**config.mk**
```make
export PLATFORM = sky130hd
export DESIGN_NAME = stable_level_window_detector_flat
export DESIGN_NICKNAME = d
export VERILOG_FILES = /design/src/hdl/slwd_pkg.sv /design/src/hdl/slwd_if.sv /design/src/hdl/slwd_cell.sv /design/src/hdl/stable_level_window_detector.sv /design/src/flat_wrapper.sv
export SDC_FILE = /design/constraint.sdc
export NUM_CORES = 1
export LEC_CHECK = 0
export BUFFER_PORTS_ARGS = -buffer_cell sky130_fd_sc_hd__buf_2
export CAP_MARGIN = 5
export CORE_UTILIZATION = 62
export DETAILED_ROUTE_END_ITERATION = 6
export PLACE_DENSITY = 0.78
export SYNTH_ARGS = -nofsm -noshare
export SYNTH_HDL_FRONTEND = slang
export SYNTH_SLANG_ARGS = --single-unit
```
**constraint.sdc**
```tcl
create_clock -name clock -period 5.1 [get_ports clock]
set_input_delay 0.765 -clock clock [delete_from_list [all_inputs] [get_ports clock]]
set_output_delay 0.765 -clock clock [all_outputs]
set_load 0.03 [all_outputs]
```
**src/hdl/slwd_pkg.sv**
```systemverilog
// ----------------------------------------------------------------------------
// slwd_pkg
// Shared widths, register indexes, reset values and types of the stable
// level window detector.
// ----------------------------------------------------------------------------
`default_nettype none

package slwd_pkg;

   // width of a sample, a difference and every threshold register
   localparam int unsigned VALUE_W = 12;

   // default window length
   localparam int unsigned SLWD_DEPTH = 4;

   // configuration register indexes
   localparam int unsigned CSR_INDEX_W = 2;
   localparam logic [CSR_INDEX_W-1:0] CSR_LEVEL_HIGH   = 2'd0;
   localparam logic [CSR_INDEX_W-1:0] CSR_LEVEL_LOW    = 2'd1;
   localparam logic [CSR_INDEX_W-1:0] CSR_RIPPLE_LIMIT = 2'd2;

   // register reset values
   localparam logic [VALUE_W-1:0] LEVEL_HIGH_RST   = 12'd3900;
   localparam logic [VALUE_W-1:0] LEVEL_LOW_RST    = 12'd3700;
   localparam logic [VALUE_W-1:0] RIPPLE_LIMIT_RST = 12'd60;

   // thresholds seen by every cell of the window
   typedef struct packed {
      logic [VALUE_W-1:0] level_high;
      logic [VALUE_W-1:0] ripple_limit;
   } slwd_thresh_type;

   // one window entry handed from cell to cell
   typedef struct packed {
      logic [VALUE_W-1:0] level;
      logic [VALUE_W-1:0] ripple;
   } slwd_entry_type;

endpackage

`default_nettype wire

```
**src/hdl/slwd_if.sv**
```systemverilog
// ----------------------------------------------------------------------------
// slwd_req_if / slwd_rsp_if
// Valid/ready channels carrying one sample in and one lamp decision out.
// ----------------------------------------------------------------------------
`default_nettype none

interface slwd_req_if
   import slwd_pkg::*;
   ();
   logic               valid;
   logic               ready;
   logic [VALUE_W-1:0] sample;

   modport source (output valid, output sample, input ready);
   modport sink   (input valid, input sample, output ready);
endinterface

interface slwd_rsp_if;
   logic valid;
   logic ready;
   logic lamp_on;

   modport source (output valid, output lamp_on, input ready);
   modport sink   (input valid, input lamp_on, output ready);
endinterface

`default_nettype wire

```
**src/hdl/slwd_cell.sv**
```systemverilog
// ----------------------------------------------------------------------------
// slwd_cell
// One window entry: holds a sample and its difference, passes them to the
// next cell on a shift and flags whether the entry is high and steady.
// ----------------------------------------------------------------------------
`default_nettype none

module slwd_cell
   import slwd_pkg::*;
(
   input  wire logic            clock,
   input  wire logic            shift,
   input  wire slwd_entry_type  entry_in,
   input  wire slwd_thresh_type thresh,
   output slwd_entry_type       entry_out,
   output logic                 entry_ok
);

   slwd_entry_type entry_ff;
   slwd_entry_type entry_in_d;

   // take the neighbor's entry on a shift, otherwise hold
   always_comb begin
      entry_in_d = shift ? entry_in : entry_ff;
   end

   always_ff @(posedge clock) begin
      entry_ff <= entry_in_d;
   end

   // entry qualifies when bright enough and ripple within limit
   assign entry_ok  = (entry_ff.level >= thresh.level_high) &&
                      (entry_ff.ripple <= thresh.ripple_limit);
   assign entry_out = entry_ff;

endmodule

`default_nettype wire

```
**src/hdl/stable_level_window_detector.sv**
```systemverilog
// ----------------------------------------------------------------------------
// stable_level_window_detector
// Qualifies a lamp as steadily on from a window of light-sensor samples held
// in a chain of cells, with a one-entry result register on the output.
// ----------------------------------------------------------------------------
//  channel  | direction | payload
//  ---------+-----------+--------------------------------
//  req_chan | in        | sample  [11:0] unsigned
//  rsp_chan | out       | lamp_on [0]
//  csr_*    | in        | csr_index [1:0], csr_wdata [11:0]
//
// One item per cycle sustained while the result channel is ready; a result is
// offered once its item moves from the pending stage to the result register.
// The cell chain shifts at an input transfer above the low level; the decision
// over all cells is formed when the pending item moves to the result register.
// Reset loads the register defaults and clears the previous sample, the fill
// count and both stage flags.
// A stalled result register holds the pending item, which holds the input.
// ----------------------------------------------------------------------------
`default_nettype none

module stable_level_window_detector
   import slwd_pkg::*;
#(
   parameter int unsigned DEPTH = SLWD_DEPTH
)(
   input  wire logic                   clock,
   input  wire logic                   reset,
   slwd_req_if.sink                    req_chan,
   slwd_rsp_if.source                  rsp_chan,
   input  wire logic                   csr_we,
   input  wire logic [CSR_INDEX_W-1:0] csr_index,
   input  wire logic [VALUE_W-1:0]     csr_wdata
);

   localparam int unsigned COUNT_W = $clog2(DEPTH + 1);
   localparam logic [COUNT_W-1:0] COUNT_FULL = COUNT_W'(DEPTH);

   // configuration registers
   logic [VALUE_W-1:0] level_high_ff, level_high_in;
   logic [VALUE_W-1:0] level_low_ff, level_low_in;
   logic [VALUE_W-1:0] ripple_limit_ff, ripple_limit_in;

   // control and data state
   logic [VALUE_W-1:0] prev_sample_ff, prev_sample_in;
   logic [COUNT_W-1:0] fill_count_ff, fill_count_in;
   logic               pending_ff, pending_in;
   logic               out_valid_ff, out_valid_in;
   logic               lamp_on_ff, lamp_on_in;

   logic               req_xfer;
   logic               advance;
   logic               above_low;
   logic [VALUE_W-1:0] diff;
   slwd_thresh_type    thresh;
   slwd_entry_type     new_entry;
   slwd_entry_type     chain [DEPTH+1];
   logic [DEPTH-1:0]   cell_ok;

   // configuration writes, unknown indexes ignored
   always_comb begin
      level_high_in   = level_high_ff;
      level_low_in    = level_low_ff;
      ripple_limit_in = ripple_limit_ff;
      if (csr_we) begin
         case (csr_index)
            CSR_LEVEL_HIGH:   level_high_in   = csr_wdata;
            CSR_LEVEL_LOW:    level_low_in    = csr_wdata;
            CSR_RIPPLE_LIMIT: ripple_limit_in = csr_wdata;
            default: ;
         endcase
      end
   end

   // pending item moves to the result register when it is free or drains
   assign advance          = pending_ff && (!out_valid_ff || rsp_chan.ready);
   assign req_chan.ready   = !pending_ff || advance;
   assign req_xfer         = req_chan.valid && req_chan.ready;

   // absolute difference against the previous sample
   assign diff      = (req_chan.sample >= prev_sample_ff) ?
                      (req_chan.sample - prev_sample_ff) :
                      (prev_sample_ff - req_chan.sample);
   assign above_low = req_chan.sample > level_low_ff;

   assign new_entry.level  = req_chan.sample;
   assign new_entry.ripple = diff;
   assign thresh.level_high   = level_high_ff;
   assign thresh.ripple_limit = ripple_limit_ff;

   // window chain, newest entry enters at cell zero
   assign chain[0] = new_entry;
   for (genvar i = 0; i < DEPTH; i++) begin : g_cell
      slwd_cell u_cell (
         .clock     (clock),
         .shift     (req_xfer && above_low),
         .entry_in  (chain[i]),
         .thresh    (thresh),
         .entry_out (chain[i+1]),
         .entry_ok  (cell_ok[i])
      );
   end

   // previous sample, fill count and stage flags
   always_comb begin
      prev_sample_in = prev_sample_ff;
      fill_count_in  = fill_count_ff;
      pending_in     = pending_ff;
      out_valid_in   = out_valid_ff;
      lamp_on_in     = lamp_on_ff;

      if (out_valid_ff && rsp_chan.ready) begin
         out_valid_in = 1'b0;
      end
      if (advance) begin
         pending_in   = 1'b0;
         out_valid_in = 1'b1;
         lamp_on_in   = (fill_count_ff == COUNT_FULL) && (&cell_ok);
      end
      if (req_xfer) begin
         pending_in     = 1'b1;
         prev_sample_in = req_chan.sample;
         if (!above_low) begin
            fill_count_in = '0;
         end else if (fill_count_ff != COUNT_FULL) begin
            fill_count_in = fill_count_ff + 1'b1;
         end
      end
   end

   always_ff @(posedge clock) begin
      if (reset) begin
         level_high_ff   <= LEVEL_HIGH_RST;
         level_low_ff    <= LEVEL_LOW_RST;
         ripple_limit_ff <= RIPPLE_LIMIT_RST;
         prev_sample_ff  <= '0;
         fill_count_ff   <= '0;
         pending_ff      <= 1'b0;
         out_valid_ff    <= 1'b0;
      end else begin
         level_high_ff   <= level_high_in;
         level_low_ff    <= level_low_in;
         ripple_limit_ff <= ripple_limit_in;
         prev_sample_ff  <= prev_sample_in;
         fill_count_ff   <= fill_count_in;
         pending_ff      <= pending_in;
         out_valid_ff    <= out_valid_in;
      end
   end

   // result payload
   always_ff @(posedge clock) begin
      lamp_on_ff <= lamp_on_in;
   end

   assign rsp_chan.valid   = out_valid_ff;
   assign rsp_chan.lamp_on = lamp_on_ff;

endmodule

`default_nettype wire
```
**src/flat_wrapper.sv**
```systemverilog
// flat-port wrapper written by rule: the top's interface ports become plain ports
module stable_level_window_detector_flat import slwd_pkg::*;
#(
   parameter int unsigned DEPTH = SLWD_DEPTH
)
  (clock, reset, csr_we, csr_index, csr_wdata, req_chan_valid, req_chan_sample, req_chan_ready, rsp_chan_valid, rsp_chan_lamp_on, rsp_chan_ready);
  slwd_req_if req_chan_i ();
  slwd_rsp_if rsp_chan_i ();
  input  wire logic clock;
  input  wire logic reset;
  input  wire logic csr_we;
  input  wire logic [CSR_INDEX_W-1:0] csr_index;
  input  wire logic [VALUE_W-1:0] csr_wdata;
  input wire logic [$bits(req_chan_i.valid)-1:0] req_chan_valid;
  input wire logic [$bits(req_chan_i.sample)-1:0] req_chan_sample;
  output wire logic [$bits(req_chan_i.ready)-1:0] req_chan_ready;
  output wire logic [$bits(rsp_chan_i.valid)-1:0] rsp_chan_valid;
  output wire logic [$bits(rsp_chan_i.lamp_on)-1:0] rsp_chan_lamp_on;
  input wire logic [$bits(rsp_chan_i.ready)-1:0] rsp_chan_ready;
  assign req_chan_i.valid = req_chan_valid;
  assign req_chan_i.sample = req_chan_sample;
  assign req_chan_ready = req_chan_i.ready;
  assign rsp_chan_valid = rsp_chan_i.valid;
  assign rsp_chan_lamp_on = rsp_chan_i.lamp_on;
  assign rsp_chan_i.ready = rsp_chan_ready;
  stable_level_window_detector #(.DEPTH(DEPTH)) u_core (.clock(clock), .reset(reset), .req_chan(req_chan_i), .rsp_chan(rsp_chan_i), .csr_we(csr_we), .csr_index(csr_index), .csr_wdata(csr_wdata));
endmodule
```
==> results.md <==
* # diodes at 0
* Final setup viols at 0
* Outcome: completed
* Residual DRC at 0
* CP Capture Type: register
* Full die area at 14,100 sq um
* Placed cells at 967
* Unique cell type count in the Yosys netlist at 54
* Chip Width at 119 um
* Register area share after synthesis at 47.2%
* Sum Neg Setup Slack at 0 ps
* Post-synthesis register bit count at 150
* Syn nets at 945
* RSZ-0062 raised after global routing: no
* Layout area overhead at 10.3%
* Initial core utilization at 63.6%
* Crit path max fanout at 63
* First-pass GRT wire length at 31,000 um
* Synth async-reset ratio at 0%
* Setup Buffers After CTS at 0
* I/O pins at 34
* Post-Syn Area at 8420 sq um
* EDFF count, synth at 97
* PwrDens at 325 nW/um^2
* Post-route ant nets at 0
* GRT Util Overall at 28.9%
* Cells after Synth at 779
* Slew Viols, Final at 0
* Tcrit/Tclk final at 58.7%
* Congestion Overflow GR at 0
* Clock slew at reported path FFs at 60 ps
* TritonCTS Sinks at 150
* Setup Skew at 6.77 ps
* IO buf count at 33
* WP data required at 5200 ps
* Share of cells above drive strength 1 at 9.60%
* Top_reg_cell synth: edfxtp_1
* Count leader, synth: ha_1
* Standard-cell rows at 42
* Total power at 3.02 mW
* Avg Cell Area, Syn at 10.8 sq um
* Root buf cell: clkbuf_16
* Ranking of synthesized cells by area: edfxtp_1 (35%), ha_1 (20%), dfxtp_1 (13%)
* Hold Crit Class: register to register
* HPWL after DPL at 14,100 um
* 1st-iter DRT viols at 510
* VDD IR max at 203 uV
* Fmax achieved at 0.334 GHz
* Max Cap Viol at 0
* Top cell type by total area after synthesis: edfxtp_1
* Non-Filler Instances at 999
* Total number of vias at 6,042
* Worst rel slew slack at 28.7%
* CP startpoint kind: input port
* Post-synth top cells: ha_1 (133), edfxtp_1 (97), a21oi_1 (76)
* Crit path arrival time at 3090 ps
* Synth top area share at 34.6%
* Die Height at 119 um
* Final nets at 976
* Number of global-route vias before repair at 6,227
* Worst-Skew Late Latency at 430 ps
* Static Leakage at 4.06 nW
* CTS Buf Count at 17
* Cts repair resizes at 0
* Final Hold Viols at 0
* Drt wl/cell at 18.9 um
* Slew @ Worst Pin at 1070 ps
* End-of-flow core utilization at 70.1%
* Gp weighted congestion at 0.903
* Longest Clk Path Bufs at 2
* Tmin final at 2990 ps
* CTS H-tree depth at 4
* Crit Path Class: input port to register
* Post-Route WL at 18,900 um
* Final hold slack at 450 ps
* Hold-fix buffers, CTS at 0
* Core footprint at 13,200 sq um
* Initial antenna violation count at 1
* Largest net degree at the start of global routing at 64
* First-pass iteration count of the detailed router at 6
* CTS tree: yes
* Synth warn at 0
* Routed vias/inst at 6.05
[final timing paths]
| check | start | slack (ps) | depth (start not counted) | to |
|---|---|---|---|---|
| setup / recovery | req_chan_sample[11] | 2110 | 8 | u_core.g_cell[0].u_cell.entry_out[5] |
| hold / removal | u_core.g_cell[2].u_cell.entry_out[1] | 450 | 0 | u_core.g_cell[3].u_cell.entry_out[1] |
| setup reg to reg | u_core.level_low_ff[11] | 2210 | 8 | u_core.g_cell[0].u_cell.entry_out[5] |
| hold reg to reg | u_core.g_cell[2].u_cell.entry_out[1] | 450 | 0 | u_core.g_cell[3].u_cell.entry_out[1] |
[kinds of logic (layout without fill, tap and decap cells)]
logic type	Yosys count	after routing	share of synthesized area [%]
AND/OR/NAND/NOR	181	181	10.2
XOR/XNOR	10	10	1.04
flip-flops	150	150	47.2
adder cells (fa/ha/maj)	135	135	20.2
multiplexers	5	5	0.594
buffers and inverters	97	141	4.98
AO/OA/AOI/OAI	201	201	15.7
[final cells by class]
class,instances,area [sq um]
Multi-Input combinational cell,532,4040
Clock buffer,21,503
Timing Repair Buffer,35,193
Sequential cell,150,3970
Clock inverter,11,81.3
Inverter,74,278
Tap cell,176,220
Fill cell,998,3960
[power by group]
part / switching, mW / internal, mW / leakage (nW)
clock network: 0.518 / 0.713 / 0.298
logic: 0.247 / 0.151 / 2.44
registers: 0.0294 / 1.36 / 1.32
total: 0.795 / 2.22 / 4.06
[routing by layer]
metal | wire length (um) | GRT usage, %
met5 | 13 | 0
met4 | 655 | 14.6
met3 | 964 | 5.65
met1 | 7790 | 34.8
met2 | 9480 | 49.3
[critical path, stage by stage]
cell and delay [ps]:
buf_2 130, ha_1 300, and4_1 240, and3_1 190, o21ai_0 130, a21boi_0 380, and2_4 550, buf_12 370
[state kept, by name, indices dropped and copies added (netlist names)]
signal / flops
u_core.rsp_chan.valid: 1
u_core.rsp_chan.lamp_on: 1
u_core.pending_ff: 1
u_core.level_low_ff: 12
u_core.prev_sample_ff: 12
u_core.g_cell.u_cell.entry_out: 96
u_core.fill_count_ff: 3
u_core.level_high_ff: 12
u_core.ripple_limit_ff: 12
[per-stage QoR]
stage	setup WS, ps	instance area, sq um
floorplan	588	8420
global placement	1840	8700
detailed placement	1740	8700
CTS	2160	9290
global route	1950	9290
finish	2110	9290
[placed cells by master, fill, tap and decap left out, types with 2 or more instances in the layout]
cell type / netlist / layout
ha_1: 133 / 133
edfxtp_1: 97 / 97
a21oi_1: 76 / 76
inv_1: 74 / 74
nand2_1: 71 / 71
dfxtp_1: 53 / 53
nor2_1: 47 / 47
a21o_1: 34 / 34
buf_2: 0 / 33
o21ai_0: 25 / 25
a211o_1: 22 / 22
nand4_1: 20 / 20
clkbuf_16: 0 / 19
nor2b_1: 9 / 9
o211ai_1: 9 / 9
nand2b_1: 8 / 8
a211oi_1: 8 / 8
xor2_1: 7 / 7
mux2i_1: 5 / 5
nor3_1: 5 / 5
nand3b_1: 4 / 4
o21a_1: 4 / 4
and4_1: 4 / 4
inv_4: 0 / 4
nand3_1: 3 / 3
a21oi_2: 3 / 3
o31ai_1: 3 / 3
xnor2_1: 3 / 3
a21boi_0: 2 / 2
and3_1: 2 / 2
a2111oi_0: 2 / 2
and3b_1: 2 / 2
fa_1: 2 / 2
clkinv_4: 0 / 2
clkbuf_8: 2 / 2
clkinv_2: 0 / 2
inv_6: 0 / 2
No activity file was read; power rests on OpenSTA's default activity.
